--- src/hdl/tclp_pkg.sv ---
// ----------------------------------------------------------------------------
// Time code line parser package
// Shared widths, character codes, the line template and column helpers.
// ----------------------------------------------------------------------------
package tclp_pkg;

   localparam int BYTE_W     = 8;
   localparam int NUM_W      = 7;
   localparam int TZ_W       = 5;
   localparam int ATT_W      = 8;
   localparam int COL_W      = 6;
   localparam int SLOT_W     = 4;
   localparam int CSR_DATA_W = 8;
   localparam int CSR_IDX_W  = 1;

   localparam int LINE_LEN       = 52;
   localparam int DIGIT_SLOTS    = 14;
   localparam int FLUSH_ECHO_MAX = 54;

   localparam logic [COL_W-1:0] LAST_COL  = COL_W'(LINE_LEN - 1);
   localparam logic [COL_W-1:0] FLUSH_MAX = COL_W'(FLUSH_ECHO_MAX);

   localparam logic [ATT_W-1:0] MAX_ATTEMPTS_RST = 8'd11;
   localparam logic [TZ_W-1:0]  TZ_WEST_RST      = '0;

   // Daylight-saving indicator codes (two digits of the line)
   localparam logic [NUM_W-1:0] DST_OFF    = 7'd0;
   localparam logic [NUM_W-1:0] DST_ALL_ON = 7'd50;
   localparam logic [NUM_W-1:0] DST_SPRING = 7'd51;
   localparam logic [NUM_W-1:0] DST_FALL   = 7'd1;

   // Character codes
   localparam logic [BYTE_W-1:0] CH_NUL   = 8'h00;
   localparam logic [BYTE_W-1:0] CH_STAR  = 8'h2A;
   localparam logic [BYTE_W-1:0] CH_HASH  = 8'h23;
   localparam logic [BYTE_W-1:0] CH_PLUS  = 8'h2B;
   localparam logic [BYTE_W-1:0] CH_MINUS = 8'h2D;
   localparam logic [BYTE_W-1:0] CH_ZERO  = 8'h30;
   localparam logic [BYTE_W-1:0] CH_NINE  = 8'h39;
   localparam logic [BYTE_W-1:0] CH_M     = 8'h4D;
   localparam logic [BYTE_W-1:0] CH_J     = 8'h4A;
   localparam logic [BYTE_W-1:0] CH_D     = 8'h44;

   // '#' is any digit, '+' is a sign, the last column is '*' or '#'
   localparam logic [LINE_LEN*BYTE_W-1:0] LINE_TMPL =
      "\r\n##### ##-##-## ##:##:## ## # +.# ###.# UTC(NIST) *";

   typedef enum logic [CSR_IDX_W-1:0] {
      CSR_TZ_WEST      = 1'b0,
      CSR_MAX_ATTEMPTS = 1'b1
   } csr_index_type;

   typedef struct packed {
      logic              hit;
      logic [SLOT_W-1:0] idx;
   } slot_sel_type;

   function automatic logic [BYTE_W-1:0] tmpl_char(input logic [COL_W-1:0] col);
      int pos;
      pos = LINE_LEN - 1 - int'(col);
      return LINE_TMPL[pos*BYTE_W +: BYTE_W];
   endfunction

   // Digit slot of a column: year, month, day, hour, minute, second, DST
   function automatic slot_sel_type digit_slot(input logic [COL_W-1:0] col);
      slot_sel_type s;
      s.hit = 1'b1;
      unique case (col)
         6'd8:    s.idx = 4'd0;
         6'd9:    s.idx = 4'd1;
         6'd11:   s.idx = 4'd2;
         6'd12:   s.idx = 4'd3;
         6'd14:   s.idx = 4'd4;
         6'd15:   s.idx = 4'd5;
         6'd17:   s.idx = 4'd6;
         6'd18:   s.idx = 4'd7;
         6'd20:   s.idx = 4'd8;
         6'd21:   s.idx = 4'd9;
         6'd23:   s.idx = 4'd10;
         6'd24:   s.idx = 4'd11;
         6'd26:   s.idx = 4'd12;
         6'd27:   s.idx = 4'd13;
         default: begin
            s.hit = 1'b0;
            s.idx = '0;
         end
      endcase
      return s;
   endfunction

   // Ten times the high digit plus the low digit, kept to 7 bits
   function automatic logic [NUM_W-1:0] pair_val(input logic [SLOT_W-1:0] hi,
                                                 input logic [SLOT_W-1:0] lo);
      logic [BYTE_W-1:0] sum;
      sum = {1'b0, hi, 3'b000} + {3'b000, hi, 1'b0} + {4'b0000, lo};
      return sum[NUM_W-1:0];
   endfunction

endpackage

--- src/hdl/tclp_if.sv ---
// ----------------------------------------------------------------------------
// Time code line parser channels
// Valid/ready channels for received bytes and for parse results.
// ----------------------------------------------------------------------------
interface tclp_req_if import tclp_pkg::*; ();
   logic              valid;
   logic              ready;
   logic [BYTE_W-1:0] rx_byte;

   modport source (output valid, output rx_byte, input ready);
   modport sink   (input valid, input rx_byte, output ready);
endinterface

interface tclp_rsp_if import tclp_pkg::*; ();
   logic              valid;
   logic              ready;
   logic              echo_valid;
   logic [BYTE_W-1:0] echo_byte;
   logic              frame_valid;
   logic              failed;
   logic [NUM_W-1:0]  year_2d;
   logic [NUM_W-1:0]  month_num;
   logic [NUM_W-1:0]  day_num;
   logic [NUM_W-1:0]  hour_num;
   logic [NUM_W-1:0]  minute_num;
   logic [NUM_W-1:0]  second_num;
   logic              dst_active;
   logic              synced;

   modport source (output valid, output echo_valid, output echo_byte,
                   output frame_valid, output failed, output year_2d,
                   output month_num, output day_num, output hour_num,
                   output minute_num, output second_num, output dst_active,
                   output synced, input ready);
   modport sink   (input valid, input echo_valid, input echo_byte,
                   input frame_valid, input failed, input year_2d,
                   input month_num, input day_num, input hour_num,
                   input minute_num, input second_num, input dst_active,
                   input synced, output ready);
endinterface

--- src/hdl/time_code_line_parser.sv ---
// ----------------------------------------------------------------------------
// Time code line parser
// Hunts for the MJD literal, checks 52-byte time lines against the template,
// echoes line bytes and reports the date, time and daylight-saving decision.
// ----------------------------------------------------------------------------
// The result of a transaction sits in the output register in the cycle after
//   the byte is accepted.
// Throughput: 1 byte per cycle unless responses stall; parse state advances
//   once per accepted byte, output register refills while the old one leaves.
// Reset (synchronous, active high): hunt for MJD, tz_west_hours = 0,
//   max_attempts = 11, output register empty. Digit store is not cleared.
module time_code_line_parser import tclp_pkg::*; (
   input  logic                  clock,
   input  logic                  reset,
   tclp_req_if.sink              req_chan,
   tclp_rsp_if.source            rsp_chan,
   input  logic                  csr_we,
   input  logic [CSR_IDX_W-1:0]  csr_index,
   input  logic [CSR_DATA_W-1:0] csr_wdata
);

   typedef enum logic [1:0] {
      PH_HUNT  = 2'd0,
      PH_LINE  = 2'd1,
      PH_FLUSH = 2'd2
   } phase_type;

   // Configuration registers
   logic signed [TZ_W-1:0] tz_west_ff;
   logic [ATT_W-1:0]       max_att_ff;

   // Parse state
   phase_type         phase_ff, phase_in;
   logic [1:0]        prog_ff, prog_in;
   logic [COL_W-1:0]  col_ff, col_in;
   logic [COL_W-1:0]  fcnt_ff, fcnt_in;
   logic [ATT_W-1:0]  att_ff, att_in;
   logic              sync_ff, sync_in;

   // Captured digits, one nibble per digit position of the line
   logic [SLOT_W-1:0] digit_ff [DIGIT_SLOTS];

   // Output register
   logic              rsp_valid_ff;
   logic              echo_valid_ff, echo_valid_in;
   logic [BYTE_W-1:0] echo_byte_ff, echo_byte_in;
   logic              frame_valid_ff, frame_valid_in;
   logic              failed_ff, failed_in;
   logic [NUM_W-1:0]  year_ff, year_in;
   logic [NUM_W-1:0]  month_ff, month_in;
   logic [NUM_W-1:0]  day_ff, day_in;
   logic [NUM_W-1:0]  hour_ff, hour_in;
   logic [NUM_W-1:0]  minute_ff, minute_in;
   logic [NUM_W-1:0]  second_ff, second_in;
   logic              dst_ff, dst_in;
   logic              synced_ff, synced_in;

   logic              accept;
   logic [BYTE_W-1:0] rx;
   logic [BYTE_W-1:0] tch;
   logic              is_digit;
   logic              col_ok;
   slot_sel_type      slot;
   logic              end_att;
   logic              end_ok;
   logic [ATT_W-1:0]  att_dec;
   logic [NUM_W-1:0]  hour_val;
   logic [NUM_W-1:0]  dst_code;
   logic signed [8:0] local_hour;
   logic              dst_on;

   // The output register drains in the same cycle it refills
   assign req_chan.ready = !rsp_valid_ff || rsp_chan.ready;
   assign accept         = req_chan.valid && req_chan.ready;
   assign rx             = req_chan.rx_byte;

   // Template check for the current column
   assign tch      = tmpl_char(col_ff);
   assign is_digit = (rx >= CH_ZERO) && (rx <= CH_NINE);
   assign slot     = digit_slot(col_ff);

   always_comb begin
      if (col_ff == LAST_COL) begin
         col_ok = (rx == CH_STAR) || (rx == CH_HASH);
      end else if (tch == CH_HASH) begin
         col_ok = is_digit;
      end else if (tch == CH_PLUS) begin
         col_ok = (rx == CH_PLUS) || (rx == CH_MINUS);
      end else begin
         col_ok = (rx == tch);
      end
   end

   // Date and time from the stored digits; the final byte writes no digit
   assign hour_val   = pair_val(digit_ff[6], digit_ff[7]);
   assign dst_code   = pair_val(digit_ff[12], digit_ff[13]);
   assign local_hour = $signed({2'b00, hour_val}) - $signed({{4{tz_west_ff[TZ_W-1]}}, tz_west_ff});

   always_comb begin
      if (dst_code == DST_OFF) begin
         dst_on = 1'b0;
      end else if (dst_code == DST_ALL_ON) begin
         dst_on = 1'b1;
      end else if (dst_code == DST_SPRING) begin
         dst_on = (local_hour >= 9'sd2);
      end else if (dst_code == DST_FALL) begin
         dst_on = (local_hour < 9'sd1);
      end else begin
         dst_on = (dst_code < DST_ALL_ON);
      end
   end

   // Next parse state and result for the byte on the input channel
   always_comb begin
      phase_in      = phase_ff;
      prog_in       = prog_ff;
      col_in        = col_ff;
      fcnt_in       = fcnt_ff;
      att_in        = att_ff;
      sync_in       = sync_ff;
      echo_valid_in = 1'b0;
      frame_valid_in = 1'b0;
      failed_in     = 1'b0;
      end_att       = 1'b0;
      end_ok        = 1'b0;
      att_dec       = (att_ff != '0) ? att_ff - 8'd1 : att_ff;

      unique case (phase_ff)
         PH_LINE: begin
            echo_valid_in = 1'b1;
            if ((col_ff == LAST_COL) && (rx == CH_HASH)) begin
               sync_in = 1'b1;
            end
            if (!col_ok) begin
               // A NUL at line start ends the attempt at once, no flush
               if ((col_ff == '0) && (rx == CH_NUL)) begin
                  end_att = 1'b1;
               end else begin
                  phase_in = PH_FLUSH;
                  fcnt_in  = '0;
               end
            end else if (col_ff == LAST_COL) begin
               end_att = 1'b1;
               end_ok  = 1'b1;
            end else begin
               col_in = col_ff + 6'd1;
            end
         end
         PH_FLUSH: begin
            // Echo up to the flush limit, then consume one byte silently
            if (fcnt_ff < FLUSH_MAX) begin
               echo_valid_in = 1'b1;
               fcnt_in       = fcnt_ff + 6'd1;
               end_att       = (rx == CH_STAR);
            end else begin
               end_att = 1'b1;
            end
         end
         PH_HUNT: begin
            if ((prog_ff == 2'd2) && (rx == CH_D)) begin
               prog_in = 2'd0;
               att_in  = max_att_ff;
               sync_in = 1'b0;
               if (max_att_ff == '0) begin
                  failed_in = 1'b1;
               end else begin
                  phase_in = PH_LINE;
                  col_in   = '0;
               end
            end else if ((prog_ff == 2'd1) && (rx == CH_J)) begin
               prog_in = 2'd2;
            end else if (rx == CH_M) begin
               prog_in = 2'd1;
            end else begin
               prog_in = 2'd0;
            end
         end
         default: begin
            phase_in = PH_HUNT;
            prog_in  = 2'd0;
         end
      endcase

      // Close the attempt: finish the run on sync or when attempts run out
      if (end_att) begin
         att_in = att_dec;
         if (sync_in || (att_dec == '0)) begin
            phase_in       = PH_HUNT;
            prog_in        = 2'd0;
            frame_valid_in = end_ok;
            failed_in      = !end_ok;
         end else begin
            phase_in = PH_LINE;
            col_in   = '0;
         end
      end
   end

   // Result payload; date fields stay zero unless the run ends valid
   always_comb begin
      echo_byte_in = echo_valid_in ? rx : '0;
      year_in      = '0;
      month_in     = '0;
      day_in       = '0;
      hour_in      = '0;
      minute_in    = '0;
      second_in    = '0;
      dst_in       = 1'b0;
      synced_in    = 1'b0;
      if (frame_valid_in) begin
         year_in   = pair_val(digit_ff[0], digit_ff[1]);
         month_in  = pair_val(digit_ff[2], digit_ff[3]);
         day_in    = pair_val(digit_ff[4], digit_ff[5]);
         hour_in   = hour_val;
         minute_in = pair_val(digit_ff[8], digit_ff[9]);
         second_in = pair_val(digit_ff[10], digit_ff[11]);
         dst_in    = dst_on;
         synced_in = sync_in;
      end
   end

   // Configuration writes; an index outside the list is dropped
   always_ff @(posedge clock) begin
      if (reset) begin
         tz_west_ff <= TZ_WEST_RST;
         max_att_ff <= MAX_ATTEMPTS_RST;
      end else if (csr_we) begin
         unique case (csr_index)
            CSR_TZ_WEST:      tz_west_ff <= csr_wdata[TZ_W-1:0];
            CSR_MAX_ATTEMPTS: max_att_ff <= csr_wdata[ATT_W-1:0];
            default:          ;
         endcase
      end
   end

   // Capture a digit whenever its column matches the template
   always_ff @(posedge clock) begin
      if (accept && (phase_ff == PH_LINE) && col_ok && slot.hit) begin
         digit_ff[slot.idx] <= rx[SLOT_W-1:0];
      end
   end

   // Parse state and output register
   always_ff @(posedge clock) begin
      if (reset) begin
         phase_ff     <= PH_HUNT;
         prog_ff      <= 2'd0;
         col_ff       <= '0;
         fcnt_ff      <= '0;
         att_ff       <= MAX_ATTEMPTS_RST;
         sync_ff      <= 1'b0;
         rsp_valid_ff <= 1'b0;
      end else begin
         if (accept) begin
            phase_ff       <= phase_in;
            prog_ff        <= prog_in;
            col_ff         <= col_in;
            fcnt_ff        <= fcnt_in;
            att_ff         <= att_in;
            sync_ff        <= sync_in;
            rsp_valid_ff   <= 1'b1;
            echo_valid_ff  <= echo_valid_in;
            echo_byte_ff   <= echo_byte_in;
            frame_valid_ff <= frame_valid_in;
            failed_ff      <= failed_in;
            year_ff        <= year_in;
            month_ff       <= month_in;
            day_ff         <= day_in;
            hour_ff        <= hour_in;
            minute_ff      <= minute_in;
            second_ff      <= second_in;
            dst_ff         <= dst_in;
            synced_ff      <= synced_in;
         end else if (rsp_chan.ready) begin
            rsp_valid_ff <= 1'b0;
         end
      end
   end

   assign rsp_chan.valid       = rsp_valid_ff;
   assign rsp_chan.echo_valid  = echo_valid_ff;
   assign rsp_chan.echo_byte   = echo_byte_ff;
   assign rsp_chan.frame_valid = frame_valid_ff;
   assign rsp_chan.failed      = failed_ff;
   assign rsp_chan.year_2d     = year_ff;
   assign rsp_chan.month_num   = month_ff;
   assign rsp_chan.day_num     = day_ff;
   assign rsp_chan.hour_num    = hour_ff;
   assign rsp_chan.minute_num  = minute_ff;
   assign rsp_chan.second_num  = second_ff;
   assign rsp_chan.dst_active  = dst_ff;
   assign rsp_chan.synced      = synced_ff;

   // A run never ends both valid and failed
   a_end_exclusive: assert property (@(posedge clock) disable iff (reset)
      rsp_valid_ff |-> !(frame_valid_ff && failed_ff))
      else $error("frame_valid and failed both set");

   // Bytes taken while hunting are never echoed
   a_hunt_silent: assert property (@(posedge clock) disable iff (reset)
      (accept && (phase_ff == PH_HUNT)) |=> !echo_valid_ff)
      else $error("echo during preamble hunt");

   // A valid finish comes from sync or from the last attempt
   a_finish_cause: assert property (@(posedge clock) disable iff (reset)
      (accept && frame_valid_in) |=> (sync_ff || (att_ff == '0)))
      else $error("run finished without sync or exhausted attempts");

   // Flush and column counters stay within the line limits
   a_counter_range: assert property (@(posedge clock) disable iff (reset)
      (col_ff <= LAST_COL) && (fcnt_ff <= FLUSH_MAX))
      else $error("line column or flush count out of range");

endmodule

--- src/flat_wrapper.sv ---
// flat-port wrapper written by rule: the top's interface ports become plain ports
module time_code_line_parser_flat import tclp_pkg::*;
  (clock, reset, csr_we, csr_index, csr_wdata, req_chan_valid, req_chan_rx_byte, req_chan_ready, rsp_chan_valid, rsp_chan_echo_valid, rsp_chan_echo_byte, rsp_chan_frame_valid, rsp_chan_failed, rsp_chan_year_2d, rsp_chan_month_num, rsp_chan_day_num, rsp_chan_hour_num, rsp_chan_minute_num, rsp_chan_second_num, rsp_chan_dst_active, rsp_chan_synced, rsp_chan_ready);
  tclp_req_if req_chan_i ();
  tclp_rsp_if rsp_chan_i ();
  input  logic clock;
  input  logic reset;
  input  logic csr_we;
  input  logic [CSR_IDX_W-1:0] csr_index;
  input  logic [CSR_DATA_W-1:0] csr_wdata;
  input wire logic [$bits(req_chan_i.valid)-1:0] req_chan_valid;
  input wire logic [$bits(req_chan_i.rx_byte)-1:0] req_chan_rx_byte;
  output wire logic [$bits(req_chan_i.ready)-1:0] req_chan_ready;
  output wire logic [$bits(rsp_chan_i.valid)-1:0] rsp_chan_valid;
  output wire logic [$bits(rsp_chan_i.echo_valid)-1:0] rsp_chan_echo_valid;
  output wire logic [$bits(rsp_chan_i.echo_byte)-1:0] rsp_chan_echo_byte;
  output wire logic [$bits(rsp_chan_i.frame_valid)-1:0] rsp_chan_frame_valid;
  output wire logic [$bits(rsp_chan_i.failed)-1:0] rsp_chan_failed;
  output wire logic [$bits(rsp_chan_i.year_2d)-1:0] rsp_chan_year_2d;
  output wire logic [$bits(rsp_chan_i.month_num)-1:0] rsp_chan_month_num;
  output wire logic [$bits(rsp_chan_i.day_num)-1:0] rsp_chan_day_num;
  output wire logic [$bits(rsp_chan_i.hour_num)-1:0] rsp_chan_hour_num;
  output wire logic [$bits(rsp_chan_i.minute_num)-1:0] rsp_chan_minute_num;
  output wire logic [$bits(rsp_chan_i.second_num)-1:0] rsp_chan_second_num;
  output wire logic [$bits(rsp_chan_i.dst_active)-1:0] rsp_chan_dst_active;
  output wire logic [$bits(rsp_chan_i.synced)-1:0] rsp_chan_synced;
  input wire logic [$bits(rsp_chan_i.ready)-1:0] rsp_chan_ready;
  assign req_chan_i.valid = req_chan_valid;
  assign req_chan_i.rx_byte = req_chan_rx_byte;
  assign req_chan_ready = req_chan_i.ready;
  assign rsp_chan_valid = rsp_chan_i.valid;
  assign rsp_chan_echo_valid = rsp_chan_i.echo_valid;
  assign rsp_chan_echo_byte = rsp_chan_i.echo_byte;
  assign rsp_chan_frame_valid = rsp_chan_i.frame_valid;
  assign rsp_chan_failed = rsp_chan_i.failed;
  assign rsp_chan_year_2d = rsp_chan_i.year_2d;
  assign rsp_chan_month_num = rsp_chan_i.month_num;
  assign rsp_chan_day_num = rsp_chan_i.day_num;
  assign rsp_chan_hour_num = rsp_chan_i.hour_num;
  assign rsp_chan_minute_num = rsp_chan_i.minute_num;
  assign rsp_chan_second_num = rsp_chan_i.second_num;
  assign rsp_chan_dst_active = rsp_chan_i.dst_active;
  assign rsp_chan_synced = rsp_chan_i.synced;
  assign rsp_chan_i.ready = rsp_chan_ready;
  time_code_line_parser u_core (.clock(clock), .reset(reset), .req_chan(req_chan_i), .rsp_chan(rsp_chan_i), .csr_we(csr_we), .csr_index(csr_index), .csr_wdata(csr_wdata));
endmodule
--- config.mk ---
export PLATFORM = sky130hd
export DESIGN_NAME = time_code_line_parser_flat
export DESIGN_NICKNAME = d
export VERILOG_FILES = /design/src/hdl/tclp_pkg.sv /design/src/hdl/tclp_if.sv /design/src/hdl/time_code_line_parser.sv /design/src/flat_wrapper.sv
export SDC_FILE = /design/constraint.sdc
export NUM_CORES = 1
export LEC_CHECK = 0
export BUFFER_PORTS_ARGS = -buffer_cell sky130_fd_sc_hd__buf_2
export CORE_MARGIN = 2
export CORE_UTILIZATION = 50
export DETAILED_ROUTE_END_ITERATION = 10
export GPL_TIMING_DRIVEN = 0
export HOLD_SLACK_MARGIN = 0.05
export PLACE_DENSITY = 0.68
export SLEW_MARGIN = 15
export SYNTH_ARGS = -nofsm -noshare
export SYNTH_HDL_FRONTEND = slang
export SYNTH_SLANG_ARGS = --single-unit
--- constraint.sdc ---
create_clock -name clock -period 12.8 [get_ports clock]
set_clock_uncertainty 0.05 [all_clocks]
set_input_delay 1.28 -clock clock [delete_from_list [all_inputs] [get_ports clock]]
set_output_delay 1.28 -clock clock [all_outputs]
set_load 0.01 [all_outputs]
* Yosys cells after proc, flatten, opt, wreduce, memory -nomap -nowiden *
Memories as Yosys holds them, arrays and structs flattened.
Cells that the tools add are included.

storage, ports and cells
  memory bits (writable) = 56
  input bits = 22
  output and inout port bits = 57
  memories kept = 1
  logic and storage cells = 185
  register bits = 94

operators by class
  shifts and indexed selects = 1
  add/subtract/negate cells = 19
  equal/unequal tests = 40
  $lt $le $gt $ge = 6
  reductions and logical operators = 35
  mux-type cells = 59
  bitwise gates (word level) = 3

memories
  name             words  width  read ports  clocked after memory_dff  write ports  RTL line                     source
  u_core.digit_ff  14     4      14          0                         1            time_code_line_parser.sv:41  logic [SLOT_W-1:0] digit_ff [DIGIT_SLOTS];

operators with widths
  operator                   number
  $shiftx 416x32->8 const A  1
  $mux 6                     9
  $pmux 4 s13                1
  $add 7x4->7                7
  $add 7x5->7                7
  $eq 6x5->1 const B         8
  $eq 8x6->1 const B         6
  $eq 6x4->1 const B         6
  $mux 8                     4
  $mux 1                     29
  $eq 8x7->1 const B         3
  $logic_not 8->1            3
  $pmux 6 s2                 2
  $mux 2                     9
  $eq 7x6->1 const B         2
  $reduce_or 14->1           1
  $add 6x1->6 const B        2
  $ge 9x3->1 const B         1
  $logic_and 1x1->1          9
  $lt 9x2->1 const B         1
  $sub 8x5->9                1
  $eq 8x8->1                 1
  $ge 8x6->1 const B         1
  $le 8x6->1 const B         1
  other kinds (29)           48

* Longest topological paths before layout *
  depth in word-level cells = 12
  depth in mapped cells = 19
  gate-level depth less buffers = 16

* Worst setup path after synthesis *
OpenSTA, ideal clock, no wires.

  kind = input port to flip-flop
  from = in rsp_chan_ready
  to = reg u_core.col_ff[2]
  arrival = 5,057 ps
  stages = 6
  buffers on the path = 1
  data required time = 12,656 ps
  path slack = 7,599 ps
  setup time = 94 ps
  cell sequence = nand2b_1 > nand2_1 > clkbuf_1 > nor2_1 > nand2_1 > o32ai_2

between the ends
  word-level cells in the longest chain between the ends = 2

ends and longest elaborated chain
  what                  RTL line                      source
  from (decl)           flat_wrapper.sv:27            input wire logic [$bits(rsp_chan_i.ready)-1:0] rsp_chan_ready;
  $logic_or 1x1->1      time_code_line_parser.sv:73   assign req_chan.ready = !rsp_valid_ff || rsp_chan.ready;
  $logic_and 1x1->1     time_code_line_parser.sv:74   assign accept = req_chan.valid && req_chan.ready;
  to (signal assigned)  time_code_line_parser.sv:257  col_ff <= col_in;
  to (decl)             time_code_line_parser.sv:35   logic [COL_W-1:0] col_ff, col_in;

Every way passes these cells.
A chain may end at the register's enable or synchronous reset.

* Final worst setup path *
  from = reg u_core.col_ff[2]
  to = mem u_core.digit_ff[6][1], enable pin

between the ends
  word-level cells in the longest chain between the ends = 10
  elaborated cells on any way between the ends = 30

ends and longest elaborated chain
  what                                      RTL line                                                  source
  $sub 6x6->7                               tclp_pkg.sv:60                                            pos = LINE_LEN - 1 - int'(col);
  $shiftx 416x32->8                         tclp_pkg.sv:61                                            return LINE_TMPL[pos*BYTE_W +: BYTE_W];
  $eq 8x8->1 or $eq 8x6->1 (tied branches)  time_code_line_parser.sv:90, time_code_line_parser.sv:87
  $mux 1                                    time_code_line_parser.sv:87                               end else if (tch == CH_PLUS) begin
  $mux 1                                    time_code_line_parser.sv:85                               end else if (tch == CH_HASH) begin
  $mux 1                                    time_code_line_parser.sv:83                               if (col_ff == LAST_COL) begin
  $logic_and 1x1->1 (2 in series)           time_code_line_parser.sv:238                              if (accept && (phase_ff == PH_LINE) && col_ok && slot.hit) begin
  $mux 1                                    time_code_line_parser.sv:238
  $mux 1 (implied by the code)              time_code_line_parser.sv:239                              digit_ff[slot.idx] <= rx[SLOT_W-1:0];
  to (decl)                                 time_code_line_parser.sv:41

Parallel ways exist; a longest one is shown, timed or not.

==> results.md <==
- CTS root buffer: clkbuf_16
- Initial drt markers: 444
- DP HPWL: 14.11 mm
- Worst-path maximum fanout: 10
- CTS tree: yes
- Synthesized area per cell: approximately 11 µm²
- Post-CTS Setup Repair Bufs: 0
- Setup TNS: 0 ps
- Asr flop ratio synth: 0%
- Most common cell after layout, fill and taps aside: edfxtp_1
- Maximum root-to-sink buffer count: 2
- Vias in the first global route: between 6k and 7k
- CP arrival: 4800 ps
- Minimum clock period: 4806 ps
- Seq/Total Area, Yosys: a little under half
- Clk_lat worst skew: slightly above 400 ps
- Largest net degree at the start of global routing: 30
- Die Span X: between 100 and 150 µm
- Syn_nets: 944
- Post-DR wirelength/cell: 16.35 µm
- Post-route ant nets: 0
- First-pass GRT wire length: 31.59 mm
- Crit share post-route: 37.55%
- Final Non-Filler Cells: 1,172
- Slew Limit Fails: 0
- Yosys warns: 0
- Initial antenna violation count: 0
- Final hold vios: 0
- Yosys reg bits: 150
- Core Footprint: between 15,000 and 20,000 µm²
- Slowest-stage cell, CP: xnor2_1
- Worst vdd ir: 90.58 µV
- Cells after DPL: between 1k and 1.5k
- Top_reg_cell synth: edfxtp_1
- WL final: between 15 and 20 mm
- Outcome: finished clean
- Grt ovf: 0
- Startpoint Class: register
- Critical path capture point type: register
- Commonest non-fill, non-tap cells in the layout: edfxtp_1, buf_2, ha_1
- Critical Path, Cell by Cell: buf_4, buf_6, inv_1, ha_1, xnor2_1, a311oi_1, o211ai_1, nand3_1, a2111oi_2, nor4b_4, a211oi_2, nand3b_1, nor3_1
- Mapped Cells: between 800 and 900
- I/O pins: between 70 and 80
- Layout area overhead: 15.59%
- Fin nets: 1,043
- Finish-stage setup viols: 0
- Worst path max stage delay: around 600 ps
- Clk slew on worst S/H paths: approximately 60 ps
- Worst slew pin tran: between 900 and 1000 ps
- Number of max-cap violations: 0
- DRC viols: 0
- Fmax: around 210 MHz
- Synthesized cell area: around 8900 µm²
- Share of post-route cells with drive strength above 1: between 10 and 15%
- Full die area: around 19,000 µm²
- IO buf count: 78
- EDFF count, synth: between 100 and 150
- Starting density of the core: 51.28%
- Clock sinks: 150
- P_leak: just under 4 nW
- Hold Crit Class: register to register
- Setup Crit Path Kind: register to register
- RSZ-0062 raised after global routing: no
- N_diodes: 0
- CTS resizes: 0
- Hold buffers post-CTS: 0
- WP data required: about 13,000 ps
- Slew margin rel.: between 30% and 40%
- Router iterations before antenna repair: 5
- Final GP Congestion: 0.8883
- Vias: between 6k and 7k
- Total CTS buffers: 17
- GRT Overall Usage: approximately 22%
- # rows: 48
- Post-synth cell types: just over 80
- Power per cell area: approximately 110 nW/µm²
- Drt via density: 5.646
- Die Height: 137.4 µm
- CTS H-tree depth: 4
## cells by family (layout without fill, tap and decap cells)
kind of cell / Yosys count / after routing / share of synthesized area (%)
fa+ha+maj: 87 / 87 / 13.49
xor+xnor: 40 / 40 / 4.386
compound gates: 179 / 179 / 13.44
simple gates: 299 / 299 / 17.70
mux: 12 / 12 / 1.378
flops: 150 / 150 / 46.22
buf+inv: 68 / 180 / 3.387
## final cells by class
type | instances | area, µm²
fillers | 1437 | 7068
multi-input cells | 617 | 4494
flip-flops and latches | 150 | 4114
repair buffers | 80 | 437.9
clock buffers | 19 | 432.9
well taps | 225 | 281.5
clock inverters | 13 | 226.5
plain buffers | 30 | 158.9
inverters | 38 | 142.6
## power breakdown
part,switching (W),internal [W]
sequential,0.00000305,0.000530
clock,0.000191,0.000365
combinational,0.0000313,0.0000169
total,0.000225,0.000912
## Yosys cell counts, drive strengths merged (9+ instances only)
library cell | instances | share of area (%)
clkbuf | 15 | 0.63
xnor2 | 21 | 2.2
and2 | 39 | 2.7
buf | 15 | 1.2
nand3 | 20 | 1.2
nand2b | 9 | 0.63
inv | 38 | 1.6
nor2b | 13 | 1.0
edfxtp | 111 | 37
nand2 | 62 | 2.6
nor2 | 70 | 3.0
nor3 | 26 | 1.5
xor2 | 18 | 2.0
a21o | 22 | 1.9
dfxtp | 39 | 8.8
mux2i | 10 | 1.1
ha | 72 | 10
fa | 15 | 3.4
a21oi | 62 | 3.5
o21ai | 27 | 1.6
## worst max-delay path, delay by kind of cell, from the launching register on
| family | cells | cell delay [ps] |
|---|---|---|
| buf+inv | 3 | 480 |
| fa+ha+maj | 1 | 230 |
| xor+xnor | 1 | 600 |
| simple gates | 4 | 1380 |
| compound gates | 4 | 1170 |
| flops | 1 | 520 |
## flip-flops by register name, summed over array words and instances (netlist names), 5 cells and up
register                    flops
u_core.rsp_chan.hour_num        7
u_core.rsp_chan.day_num         7
u_core.fcnt_ff                  6
u_core.rsp_chan.minute_num      7
u_core.att_ff                   8
u_core.rsp_chan.echo_byte       8
u_core.max_att_ff               8
u_core.rsp_chan.second_num      7
u_core.rsp_chan.month_num       7
u_core.rsp_chan.year_2d         7
u_core.digit_ff                56
u_core.col_ff                   6
u_core.tz_west_ff               5
## metal layers
layer | track usage (%) | up-vias | part of all wire, %
met5 | 0 | - | 0
li1 | - | 3263 | -
met3 | 3.716 | 29 | 4.8
met1 | 27.24 | 3142 | 44
met4 | 8.018 | 0 | 1.9
met2 | 37.06 | 183 | 50
## metrics by stage
| stage | utilization [%] | total power, W | hold slack [ps] | cell area (µm²) | worst slack (ps) |
|---|---|---|---|---|---|
| global route | 59.28 | 0.001172 | 455.3 | 10290 | 7589 |
| floorplan | - | 0.0005681 | 386.1 | 8901 | 7599 |
| finish | 59.28 | 0.001138 | 422.0 | 10290 | 7994 |
| detailed placement | 55.47 | 0.0005924 | 413.5 | 9628 | 8071 |
| global placement | 55.15 | 0.0005906 | 406.6 | 9573 | 5741 |
| CTS | 59.27 | 0.001147 | 424.0 | 10290 | 8027 |
## worst paths after layout
check,from,endpoint,slack [ps],depth (start not counted)
setup / recovery,u_core.col_ff[2],u_core.digit_ff[6][1],7990,13
hold / removal,u_core.max_att_ff[7],u_core.max_att_ff[7],420,2
setup reg to reg,u_core.col_ff[2],u_core.digit_ff[6][1],7990,13
hold reg to reg,u_core.max_att_ff[7],u_core.max_att_ff[7],420,2
Note: power is estimated with default switching activity, not from simulation.
